$ cat config.mk
export PLATFORM = sky130hd
export DESIGN_NAME = timed_beep_segment_queue_core
export DESIGN_NICKNAME = d
export VERILOG_FILES = /design/src/design/tbsq_pkg.sv /design/src/design/tbsq_input_stage.sv /design/src/design/tbsq_fifo.sv /design/src/design/timed_beep_segment_queue_core.sv
export SDC_FILE = /design/constraint.sdc
export NUM_CORES = 1
export LEC_CHECK = 0
export ABC_AREA = 1
export BUFFER_PORTS_ARGS = -buffer_cell sky130_fd_sc_hd__buf_4
export CAP_MARGIN = 20
export CORE_MARGIN = 2
export CORE_UTILIZATION = 44
export CTS_BUF_LIST = sky130_fd_sc_hd__clkbuf_16
export CTS_CLUSTER_DIAMETER = 120
export DETAILED_ROUTE_END_ITERATION = 8
export GPL_ROUTABILITY_DRIVEN = 0
export SYNTH_ARGS = -nofsm -noshare
export SYNTH_HDL_FRONTEND = slang
export SYNTH_HIERARCHICAL = 1
export SYNTH_SLANG_ARGS = --single-unit
$ cat constraint.sdc
create_clock -name clock -period 3 [get_ports clock]
set_input_delay 0.3 -clock clock [delete_from_list [all_inputs] [get_ports clock]]
set_output_delay 0.3 -clock clock [all_outputs]
set_load 0.01 [all_outputs]
$ cat src/design/tbsq_pkg.sv
// ----------------------------------------------------------------------------
// tbsq_pkg
// types, codes and helpers shared by the beep segment queue
// ----------------------------------------------------------------------------
package tbsq_pkg;

   localparam int TBSQ_DEPTH = 16;
   localparam int DUR_W      = 16;
   localparam logic [DUR_W-1:0] DUR_MAX = 16'hFFFF;

   // command codes of a request transaction
   typedef enum logic [2:0] {
      MODE_TICK   = 3'd0,
      MODE_SINGLE = 3'd1,
      MODE_SQUARE = 3'd2,
      MODE_APPEND = 3'd3,
      MODE_CLEAR  = 3'd4
   } mode_type;

   // decoded command held in the input register
   typedef struct packed {
      logic             tick;
      logic             append;
      logic             load;
      logic             enable_play;
      logic             alternate;
      logic             level_a;
      logic [DUR_W-1:0] dur_a;
      logic [DUR_W-1:0] dur_b;
   } cmd_type;

   // segment queue control
   typedef struct packed {
      logic             load;
      logic             push;
      logic             pop;
      logic             alternate;
      logic             level_a;
      logic [DUR_W-1:0] dur_a;
      logic [DUR_W-1:0] dur_b;
   } fifo_ctl_type;

   // segment queue status
   typedef struct packed {
      logic             empty;
      logic             head_level;
      logic [DUR_W-1:0] head_dur;
   } fifo_stat_type;

   // saturate a 32-bit tick count to the segment duration range
   function automatic logic [DUR_W-1:0] sat_dur(input logic [31:0] v);
      logic [DUR_W-1:0] r;
      r = (|v[31:DUR_W]) ? DUR_MAX : v[DUR_W-1:0];
      return r;
   endfunction

endpackage

$ cat src/design/tbsq_input_stage.sv
// ----------------------------------------------------------------------------
// tbsq_input_stage
// decodes a request transaction and holds it in the input register
// ----------------------------------------------------------------------------
module tbsq_input_stage
   import tbsq_pkg::*;
#(
   parameter int DEPTH  = TBSQ_DEPTH,
   parameter int FILL_W = $clog2(DEPTH + 1)
) (
   input  logic              clock,
   input  logic              reset,
   input  logic              accept,
   input  logic [2:0]        req_mode,
   input  logic              req_segment_level,
   input  logic [31:0]       req_on_ticks,
   input  logic [31:0]       req_off_ticks,
   input  logic [7:0]        req_repeat_count,
   output logic              valid_ff,
   output cmd_type           cmd_ff,
   output logic [FILL_W-1:0] count_ff
);

   localparam logic [7:0] HALF = 8'(DEPTH / 2);

   logic [DUR_W-1:0]  on_d;
   logic [DUR_W-1:0]  off_d;
   logic              on_nz;
   logic              off_nz;
   logic [7:0]        reps_clamp;
   logic [FILL_W-1:0] reps;
   cmd_type           cmd_in;
   logic [FILL_W-1:0] count_in;
   logic              valid_in;

   // saturate durations and clamp the pair count
   always_comb begin
      on_d       = sat_dur(req_on_ticks);
      off_d      = sat_dur(req_off_ticks);
      on_nz      = (on_d != '0);
      off_nz     = (off_d != '0);
      reps_clamp = (req_repeat_count > HALF) ? HALF : req_repeat_count;
      reps       = reps_clamp[FILL_W-1:0];
   end

   // command decode
   always_comb begin
      cmd_in   = '0;
      count_in = '0;
      case (mode_type'(req_mode))
         MODE_TICK: begin
            cmd_in.tick = 1'b1;
         end
         MODE_SINGLE: begin
            cmd_in.load        = 1'b1;
            cmd_in.enable_play = 1'b1;
            cmd_in.level_a     = 1'b1;
            cmd_in.dur_a       = on_d;
            count_in           = FILL_W'(on_nz);
         end
         MODE_SQUARE: begin
            cmd_in.load        = 1'b1;
            cmd_in.enable_play = 1'b1;
            cmd_in.alternate   = on_nz && off_nz;
            // with a zero on time only the off segments remain
            cmd_in.level_a     = on_nz;
            cmd_in.dur_a       = on_nz ? on_d : off_d;
            cmd_in.dur_b       = off_d;
            if (on_nz && off_nz) begin
               count_in = reps << 1;
            end else if (on_nz || off_nz) begin
               count_in = reps;
            end else begin
               count_in = '0;
            end
         end
         MODE_APPEND: begin
            cmd_in.append  = 1'b1;
            cmd_in.level_a = req_segment_level;
            cmd_in.dur_a   = on_d;
         end
         MODE_CLEAR: begin
            cmd_in.load = 1'b1;
         end
         default: begin
            cmd_in = '0;
         end
      endcase
   end

   assign valid_in = accept;

   // input register
   always_ff @(posedge clock) begin
      if (reset) begin
         valid_ff <= 1'b0;
      end else begin
         valid_ff <= valid_in;
      end
   end

   always_ff @(posedge clock) begin
      cmd_ff   <= cmd_in;
      count_ff <= count_in;
   end

endmodule

$ cat src/design/tbsq_fifo.sv
// ----------------------------------------------------------------------------
// tbsq_fifo
// shifting segment queue with parallel pattern load
// ----------------------------------------------------------------------------
module tbsq_fifo
   import tbsq_pkg::*;
#(
   parameter int DEPTH  = TBSQ_DEPTH,
   parameter int FILL_W = $clog2(DEPTH + 1)
) (
   input  logic              clock,
   input  logic              reset,
   input  fifo_ctl_type      ctl,
   input  logic [FILL_W-1:0] load_count,
   output fifo_stat_type     stat
);

   localparam logic [FILL_W-1:0] FULL = FILL_W'(DEPTH);

   logic [DEPTH-1:0]             level_ff;
   logic [DEPTH-1:0]             level_in;
   logic [DEPTH-1:0][DUR_W-1:0]  dur_ff;
   logic [DEPTH-1:0][DUR_W-1:0]  dur_in;
   logic [FILL_W-1:0]            fill_ff;
   logic [FILL_W-1:0]            fill_in;
   logic                         push_ok;

   // an append stores only a nonzero duration into a free slot
   assign push_ok = ctl.push && (ctl.dur_a != '0) && (fill_ff != FULL);

   // per-entry next value
   for (genvar k = 0; k < DEPTH; k++) begin : g_entry
      localparam logic [FILL_W-1:0] IDX = FILL_W'(k);
      localparam logic              ODD = (k % 2) == 1;
      always_comb begin
         level_in[k] = level_ff[k];
         dur_in[k]   = dur_ff[k];
         if (ctl.load) begin
            if (ctl.alternate && ODD) begin
               level_in[k] = 1'b0;
               dur_in[k]   = ctl.dur_b;
            end else begin
               level_in[k] = ctl.level_a;
               dur_in[k]   = ctl.dur_a;
            end
         end else if (push_ok && (fill_ff == IDX)) begin
            level_in[k] = ctl.level_a;
            dur_in[k]   = ctl.dur_a;
         end else if (ctl.pop) begin
            if (k == DEPTH - 1) begin
               level_in[k] = 1'b0;
               dur_in[k]   = '0;
            end else begin
               level_in[k] = level_ff[(k + 1) % DEPTH];
               dur_in[k]   = dur_ff[(k + 1) % DEPTH];
            end
         end
      end
   end

   // fill count
   always_comb begin
      fill_in = fill_ff;
      if (ctl.load) begin
         fill_in = load_count;
      end else if (push_ok) begin
         fill_in = fill_ff + 1'b1;
      end else if (ctl.pop && (fill_ff != '0)) begin
         fill_in = fill_ff - 1'b1;
      end
   end

   always_ff @(posedge clock) begin
      if (reset) begin
         fill_ff <= '0;
      end else begin
         fill_ff <= fill_in;
      end
   end

   always_ff @(posedge clock) begin
      level_ff <= level_in;
      dur_ff   <= dur_in;
   end

   // head of queue
   assign stat.empty      = (fill_ff == '0);
   assign stat.head_level = level_ff[0];
   assign stat.head_dur   = dur_ff[0];

endmodule

$ cat src/design/timed_beep_segment_queue_core.sv
// ----------------------------------------------------------------------------
// timed_beep_segment_queue_core
// beeper pattern sequencer: segment queue, countdown and pin drive
// ----------------------------------------------------------------------------
// usage:
//   a command transaction is taken on start while busy is low; req_mode
//   selects tick, single beep, square pattern, append or clear, and the
//   other req_ ports carry level, durations and pair count.
//   every transaction yields one result: rsp_valid pulses for one cycle with
//   rsp_pin_level, the beeper level after that command.
// pipeline and throughput:
//   the result follows acceptance through the input register, then the update of
//   queue, countdown and pin into the result register; one transaction per
//   cycle, since every command updates the whole queue at once.
// reset:
//   synchronous; empties the queue, zeroes the countdown, turns playback and
//   the pin off and drops transactions in flight. busy is high during reset.
// receiver:
//   results cannot be held off; rsp_valid is a one-cycle strobe.
// ----------------------------------------------------------------------------
module timed_beep_segment_queue_core
   import tbsq_pkg::*;
#(
   parameter int DEPTH = TBSQ_DEPTH
) (
   input  logic        clock,
   input  logic        reset,
   input  logic        start,
   output logic        busy,
   input  logic [2:0]  req_mode,
   input  logic        req_segment_level,
   input  logic [31:0] req_on_ticks,
   input  logic [31:0] req_off_ticks,
   input  logic [7:0]  req_repeat_count,
   output logic        rsp_valid,
   output logic        rsp_pin_level
);

   localparam int FILL_W = $clog2(DEPTH + 1);

   logic              accept;
   logic              cmd_valid;
   cmd_type           cmd;
   logic [FILL_W-1:0] load_count;
   fifo_ctl_type      fifo_ctl;
   fifo_stat_type     fifo_stat;
   logic              tick_live;
   logic              expire;

   logic [DUR_W-1:0]  remaining_ff;
   logic [DUR_W-1:0]  remaining_in;
   logic              play_ff;
   logic              play_in;
   logic              pin_ff;
   logic              pin_in;
   logic              rsp_valid_ff;

   assign busy   = reset;
   assign accept = start && !busy;

   tbsq_input_stage #(
      .DEPTH  (DEPTH),
      .FILL_W (FILL_W)
   ) u_input (
      .clock             (clock),
      .reset             (reset),
      .accept            (accept),
      .req_mode          (req_mode),
      .req_segment_level (req_segment_level),
      .req_on_ticks      (req_on_ticks),
      .req_off_ticks     (req_off_ticks),
      .req_repeat_count  (req_repeat_count),
      .valid_ff          (cmd_valid),
      .cmd_ff            (cmd),
      .count_ff          (load_count)
   );

   // tick handling: count down, or pop when the countdown has expired
   assign tick_live = cmd_valid && cmd.tick && play_ff;
   assign expire    = tick_live && (remaining_ff == '0);

   always_comb begin
      fifo_ctl.load      = cmd_valid && cmd.load;
      fifo_ctl.push      = cmd_valid && cmd.append;
      fifo_ctl.pop       = expire && !fifo_stat.empty;
      fifo_ctl.alternate = cmd.alternate;
      fifo_ctl.level_a   = cmd.level_a;
      fifo_ctl.dur_a     = cmd.dur_a;
      fifo_ctl.dur_b     = cmd.dur_b;
   end

   tbsq_fifo #(
      .DEPTH  (DEPTH),
      .FILL_W (FILL_W)
   ) u_fifo (
      .clock      (clock),
      .reset      (reset),
      .ctl        (fifo_ctl),
      .load_count (load_count),
      .stat       (fifo_stat)
   );

   // countdown, playback enable and pin level
   always_comb begin
      remaining_in = remaining_ff;
      play_in      = play_ff;
      pin_in       = pin_ff;
      if (cmd_valid && cmd.load) begin
         remaining_in = '0;
         pin_in       = 1'b0;
         if (cmd.enable_play) begin
            play_in = 1'b1;
         end
      end else if (expire) begin
         if (fifo_stat.empty) begin
            pin_in = 1'b0;
         end else begin
            remaining_in = fifo_stat.head_dur;
            pin_in       = fifo_stat.head_level;
         end
      end else if (tick_live) begin
         remaining_in = remaining_ff - 1'b1;
      end
   end

   always_ff @(posedge clock) begin
      if (reset) begin
         remaining_ff <= '0;
         play_ff      <= 1'b0;
         pin_ff       <= 1'b0;
         rsp_valid_ff <= 1'b0;
      end else begin
         remaining_ff <= remaining_in;
         play_ff      <= play_in;
         pin_ff       <= pin_in;
         rsp_valid_ff <= cmd_valid;
      end
   end

   assign rsp_valid     = rsp_valid_ff;
   assign rsp_pin_level = pin_ff;

endmodule

## Word-level counts from Yosys, hierarchy flattened

Index checks and enable logic that the tools add are counted.

- Output and inout bits: 3
- Bits in registers: 340
- Input bits: 79

- Muxes and demuxes: 117
- $add $sub $neg: 3
- Order comparisons: 1
- Eq/ne operators: 21
- Reduce and logical (&&, ||, !) cells: 62

Operators by type and width:

| kind | count |
|---|---|
| 16-bit two-way mux | 55 |
| 1-bit two-way mux | 54 |
| 17-bit one-hot mux with 3 select lines | 1 |
| 3-bit nonzero test | 17 |
| 16-bit nonzero test | 3 |
| 5-bit by 4-bit == test with 1-bit output (second input constant) | 8 |
| 16-bit OR reduction | 2 |
| 5-bit two-way mux | 6 |
| 1-bit logical AND | 27 |
| 5-bit by 3-bit == test with 1-bit output (second input constant) | 4 |
| 16-bit logical NOT | 1 |
| 16-bit by 1-bit subtractor with 16-bit output (second input constant) | 1 |
| 5-bit by 2-bit == test with 1-bit output (second input constant) | 2 |
| 5-bit one-hot mux with 2 select lines | 1 |
| 8-bit by 4-bit > comparator with 1-bit output (second input constant) | 1 |
| 3-bit by 2-bit == test with 1-bit output (second input constant) | 2 |
| 5-bit by 1-bit adder with 5-bit output (second input constant) | 1 |
| 5-bit by 1-bit == test with 1-bit output (second input constant) | 1 |
| 5-bit logical NOT | 1 |
| 5-bit != test (second input constant) | 1 |
| 5-bit nonzero test | 1 |
| 5-bit by 1-bit subtractor with 5-bit output (second input constant) | 1 |
| 2-bit AND reduction | 2 |
| 2-bit OR reduction | 2 |
| 8 further kinds | 9 |

## Logic depth before layout (Yosys ltp)

- Depth in word-level cells: 8
- Mapped depth: 14
- Depth with buffers taken out: 13

## By module

Netlist, hierarchy kept.

Modules (own cells, without submodules):

| module | instances | sequential area each (sq um) | cells an instance | area an instance (sq um) |
|---|---|---|---|---|
| tbsq_fifo | 1 | 8267.9 | 1621 | 14158.6 |
| tbsq_input_stage | 1 | 880.8 | 286 | 1925.6 |
| timed_beep_segment_queue_core | 1 | 380.4 | 226 | 1428.9 |

## Worst setup path before layout

OpenSTA, ideal clock, no wires.

- Path kind: register to register
- Start point: reg u_fifo.fill_ff[0]
- End point: reg u_fifo/dur_ff[240] (netlist bit), enable pin
- Data required time: 2.585 ns
- Arrival: 2.445 ns
- Setup slack: 0.140 ns
- Stages on the path, launching flop included: 8
- Setup time: 0.415 ns
- Period minus slack after synthesis: 2.860 ns
- Cell sequence: dfxtp_1 inv_1 ha_1 nand2_1 o21a_4 nand2_4 buf_2 o21ai_0

- Word-level cells in the longest chain between the ends: 4
- Elaborated cells on any way between the ends: 8
- Classes of those cells: eq/ne: 2; reduce/logical: 6

Ends and longest elaborated chain:

| what | RTL line | RTL |
|---|---|---|
| start: declaration | tbsq_fifo.sv:24 | `logic [FILL_W-1:0] fill_ff;` |
| start signal: assignment | tbsq_fifo.sv:77 | `fill_ff <= fill_in;` |
| 5-bit != test / 5-bit logical NOT (equally long branches) | tbsq_fifo.sv:29, tbsq_fifo.sv:87 |  |
| 1-bit logical AND / 1-bit logical NOT (equally long branches) | tbsq_fifo.sv:29, timed_beep_segment_queue_core.sv:85 |  |
| 1-bit logical AND, on equally long branches | tbsq_fifo.sv:46, timed_beep_segment_queue_core.sv:85 |  |
| 3-bit nonzero test (no source line) (*) | -- |  |
| end signal: assignment | tbsq_fifo.sv:83 | `dur_ff <= dur_in;` |
| end: declaration | tbsq_fifo.sv:22 | `logic [DEPTH-1:0][DUR_W-1:0] dur_ff;` |

Every way passes the cells marked *; elsewhere a longest branch is shown, timed or not.
A chain may end at the register's enable or synchronous reset.

==> impl_metrics.env <==
export IMPL_drt_iter0_drc=1514
export IMPL_clk_insertion_delay_late_ns=0.54
export IMPL_cts_buffers_inserted=37
export IMPL_io_buffers=81
export IMPL_worstPathRequired_ns=3.27
export IMPL_power_density_mw_per_mm2=521
export IMPL_yosys_warnings=6
export IMPL_ctsHtreeMaxLevel=2
export IMPL_floorplan_core_area_mm2=0.0395
export IMPL_power_clock_fraction_pct=42.0
export IMPL_netlist_cell_type_count=36
export IMPL_multi_input_comb_area_mm2=0.00634
export IMPL_netlist_instances=2133
export IMPL_dieArea_mm2=0.0414
export IMPL_grt_usage_pct=24.1
export IMPL_cap_violations=0
export IMPL_worstHoldPathType="in2reg"
export IMPL_tritoncts="done"
export IMPL_hpwl_um=31600
export IMPL_grt_pass1_wl_um=75500
export IMPL_cts_num_sinks=340
export IMPL_fillerInstances=3746
export IMPL_synth_edff_count=272
export IMPL_yosys_reg_bits=340
export IMPL_power_switching_uw=2380
export IMPL_post_drt_wl_per_cell_um=18.2
export IMPL_synth_area_top_cells="edfxtp_1, nand2_1, dfxtp_1, nor2_1, inv_1"
export IMPL_rows=73
export IMPL_worstPathMaxFanout=30
export IMPL_clk_path_buf_depth=3
export IMPL_worst_slew_pin_slew_ns=0.992
export IMPL_switching_share_pct=23.3
export IMPL_synthFlopType="edfxtp_1"
export IMPL_root_buffer="clkbuf_16"
export IMPL_synth_yosys_seq_area_share_pct=54.4
export IMPL_min_period_over_period_pct=90.1
export IMPL_fin_setup_tns_ns=0
export IMPL_initial_antenna_violation_count=2
export IMPL_grt_pass1_vias=13038
export IMPL_finClkSkew_ns=0.0358
export IMPL_seq_area_mm2=0.00953
export IMPL_irDropWorstVdd_mv=0.411
export IMPL_route_detailed_drc=0
export IMPL_netlist_area_before_placement_mm2=0.0175
export IMPL_initial_utilization_pct=44.3
export IMPL_postSynthAreaPerCell_um2=8.21
export IMPL_async_flop_share_pct=0
export IMPL_rsz_0062_raised_after_global_routing="no"
export IMPL_finalSetupViolations=0
export IMPL_ant_nets=0
export IMPL_critical_path_class="reg2reg"
export IMPL_cp_arrival_ns=2.97
export IMPL_clock_fmax_mhz=370
export IMPL_post_cts_resized=0
export IMPL_ioPinCount=82
export IMPL_chip_width_um=204
export IMPL_post_route_cells_drive_above_1_share_pct=11.9
export IMPL_finalNetCount=2267
export IMPL_yosysTopAreaCell="edfxtp_1"
export IMPL_postRouteWirelength_um=49800
export IMPL_slew_viol_final=0
export IMPL_cts_clk_slew_worst_paths_ns=0.06
export IMPL_fp_dieH_um=204
export IMPL_syn_to_final_growth_pct=11.9
export IMPL_final_core_util_pct=49.5
export IMPL_run_status="complete, no violations"
export IMPL_synth_fp_nets=2220
export IMPL_power_leakage_uw=0.00938
export IMPL_final_min_clock_period_ns=2.70
export IMPL_grt_overflow_total=0
export IMPL_power_combinational_fraction_pct=6.9
export IMPL_timing_critical_path_from_type="register"
export IMPL_share_seq_of_total_power_pct=51.1
export IMPL_slew_headroom_pct=33.8
export IMPL_grt_start_max_net_pins=132
export IMPL_final_hold_violation_count=0
export IMPL_via_count=13998
export IMPL_yosys_top_cell_area_share_pct=46.6
export IMPL_first_pass_iters=6
export IMPL_viasPerCell=5.13
export IMPL_antennaDiodeCount=0
export IMPL_p_int_uw=7820
export IMPL_critPathCaptureType="register"
==> critical path, stage by stage, from the launching register on <==
cell	delay, ns
dfxtp_1	0.43
inv_1	0.13
ha_1	0.22
nand2_1	0.08
o21a_4	0.17
nand2_4	0.13
inv_2	0.38
nand2_2	0.41
buf_4	0.29
nor2_1	0.10
o21ai_1	0.07
==> power groups by stage <==
stage / registers (uW) / clock network (uW) / logic [uW]
after detailed placement: 5310 / 0 / 686
after floorplan: 5290 / 0 / 381
final: 5210 / 4290 / 702
after global routing: 5220 / 4540 / 761
after CTS: 5210 / 4360 / 692
after global placement: 5310 / 0 / 681
==> kinds of logic after synthesis <==
| kind of cell | after synthesis | share of synthesized area [%] |
|---|---|---|
| DFF | 340 | 54.4 |
| xor gates and xnor gates | 8 | 0.400 |
| buffers and inverters | 355 | 9.42 |
| AOI/OAI and AO/OA | 261 | 7.62 |
| adders and majority gates | 8 | 0.572 |
| and+or+nand+nor | 1161 | 27.6 |
==> Yosys cell counts (2+ instances only) <==
cell	instances
a21oi_1	32
a22oi_1	2
buf_1	17
buf_2	47
buf_4	28
buf_6	16
clkbuf_1	27
dfxtp_1	68
edfxtp_1	272
ha_1	8
inv_1	209
inv_2	7
nand2_1	716
nand2_2	19
nand2_4	11
nand3_1	115
nand3_2	8
nand3b_1	2
nand4_1	6
nor2_1	256
nor2_2	7
nor2_4	9
nor3_1	10
o21ai_0	156
o21ai_1	68
xnor2_1	3
xor2_1	5
==> timing repair <==
item | 4_1_cts | 5_1_grt
hold endpoints to repair | 2 | 0
hold buffers | 3 | 0
setup buffers | 0 | 0
==> worst paths after layout <==
kind / start / cells past startpoint / slack [ns] / endpoint
worst max-delay path: u_fifo/fill_ff[0] / 10 / 0.30 / u_fifo/dur_ff[123]
worst min-delay path: reset / 2 / 0.01 / rsp_valid
worst max register to register: u_fifo/fill_ff[0] / 10 / 0.30 / u_fifo/dur_ff[123]
worst min register to register: u_input/cmd_ff[34] / 2 / 0.45 / play_ff
==> sequential cells by signal (all words and copies together) (netlist names) <==
signal	count
u_input/cmd_ff	38
u_input/valid_ff	1
rsp_pin_level	1
u_fifo/level_ff	16
u_fifo/dur_ff	240
remaining_ff	16
u_input/count_ff	5
play_ff	1
u_fifo/fill_ff	5
rsp_valid	1
u_fifo/stat	16
==> through the flow <==
| step | hold slack [ns] | setup slack (ns) | total power, uW | instances | area (um^2) |
|---|---|---|---|---|---|
| 6_report | 0.0120 | 0.296 | 10200 | 2731 | 19600 |
| 5_1_grt | 0.0153 | 0.0414 | 10500 | 2731 | 19600 |
| 4_1_cts | 0.00214 | 0.310 | 10300 | 2730 | 19600 |
| 3_5_place_dp | 0.442 | 0.333 | 6000 | 2662 | 18400 |
| 3_3_place_gp | 0.432 | 0.381 | 5990 | 2662 | 18400 |
| 2_1_floorplan | 0.369 | 0.140 | 5670 | 2133 | 17500 |
==> area by class of cell <==
class | count | area share (%)
clock buffers | 39 | 4.98
well taps | 525 | 3.35
clock inverters | 26 | 0.798
inverters | 217 | 4.21
flip-flops and latches | 340 | 48.6
multi-input cells | 1438 | 32.3
repair buffers | 146 | 5.70
==> metal layers <==
layer,GRT usage [%],part of all wire (%),up-vias
li1,-,-,6887
met1,33.8,44,6494
met2,38.1,45,513
met3,4.19,7.9,104
met4,7.85,3.1,0
met5,0,0,-
==> cell usage in the layout (no fill, tap or decap), types with 3 or more instances in the layout <==
cell / synthesis / layout
nand4_1: 6 / 6
nand3_2: 8 / 8
buf_4: 28 / 142
o21ai_0: 156 / 155
inv_2: 7 / 8
dlygate4sd3_1: 0 / 3
nor3_1: 10 / 10
nor2_4: 9 / 9
ha_1: 8 / 8
nand2_2: 19 / 19
a21oi_1: 32 / 32
clkbuf_16: 0 / 39
nand2_1: 716 / 716
nand3_1: 115 / 115
edfxtp_1: 272 / 272
nor2_1: 256 / 256
clkinv_2: 0 / 6
xor2_1: 5 / 5
o21ai_1: 68 / 68
nand2_4: 11 / 11
dfxtp_1: 68 / 68
xnor2_1: 3 / 3
nor2_2: 7 / 7
clkinv_1: 0 / 5
inv_1: 209 / 217
No activity file was read; power rests on OpenSTA's default activity.
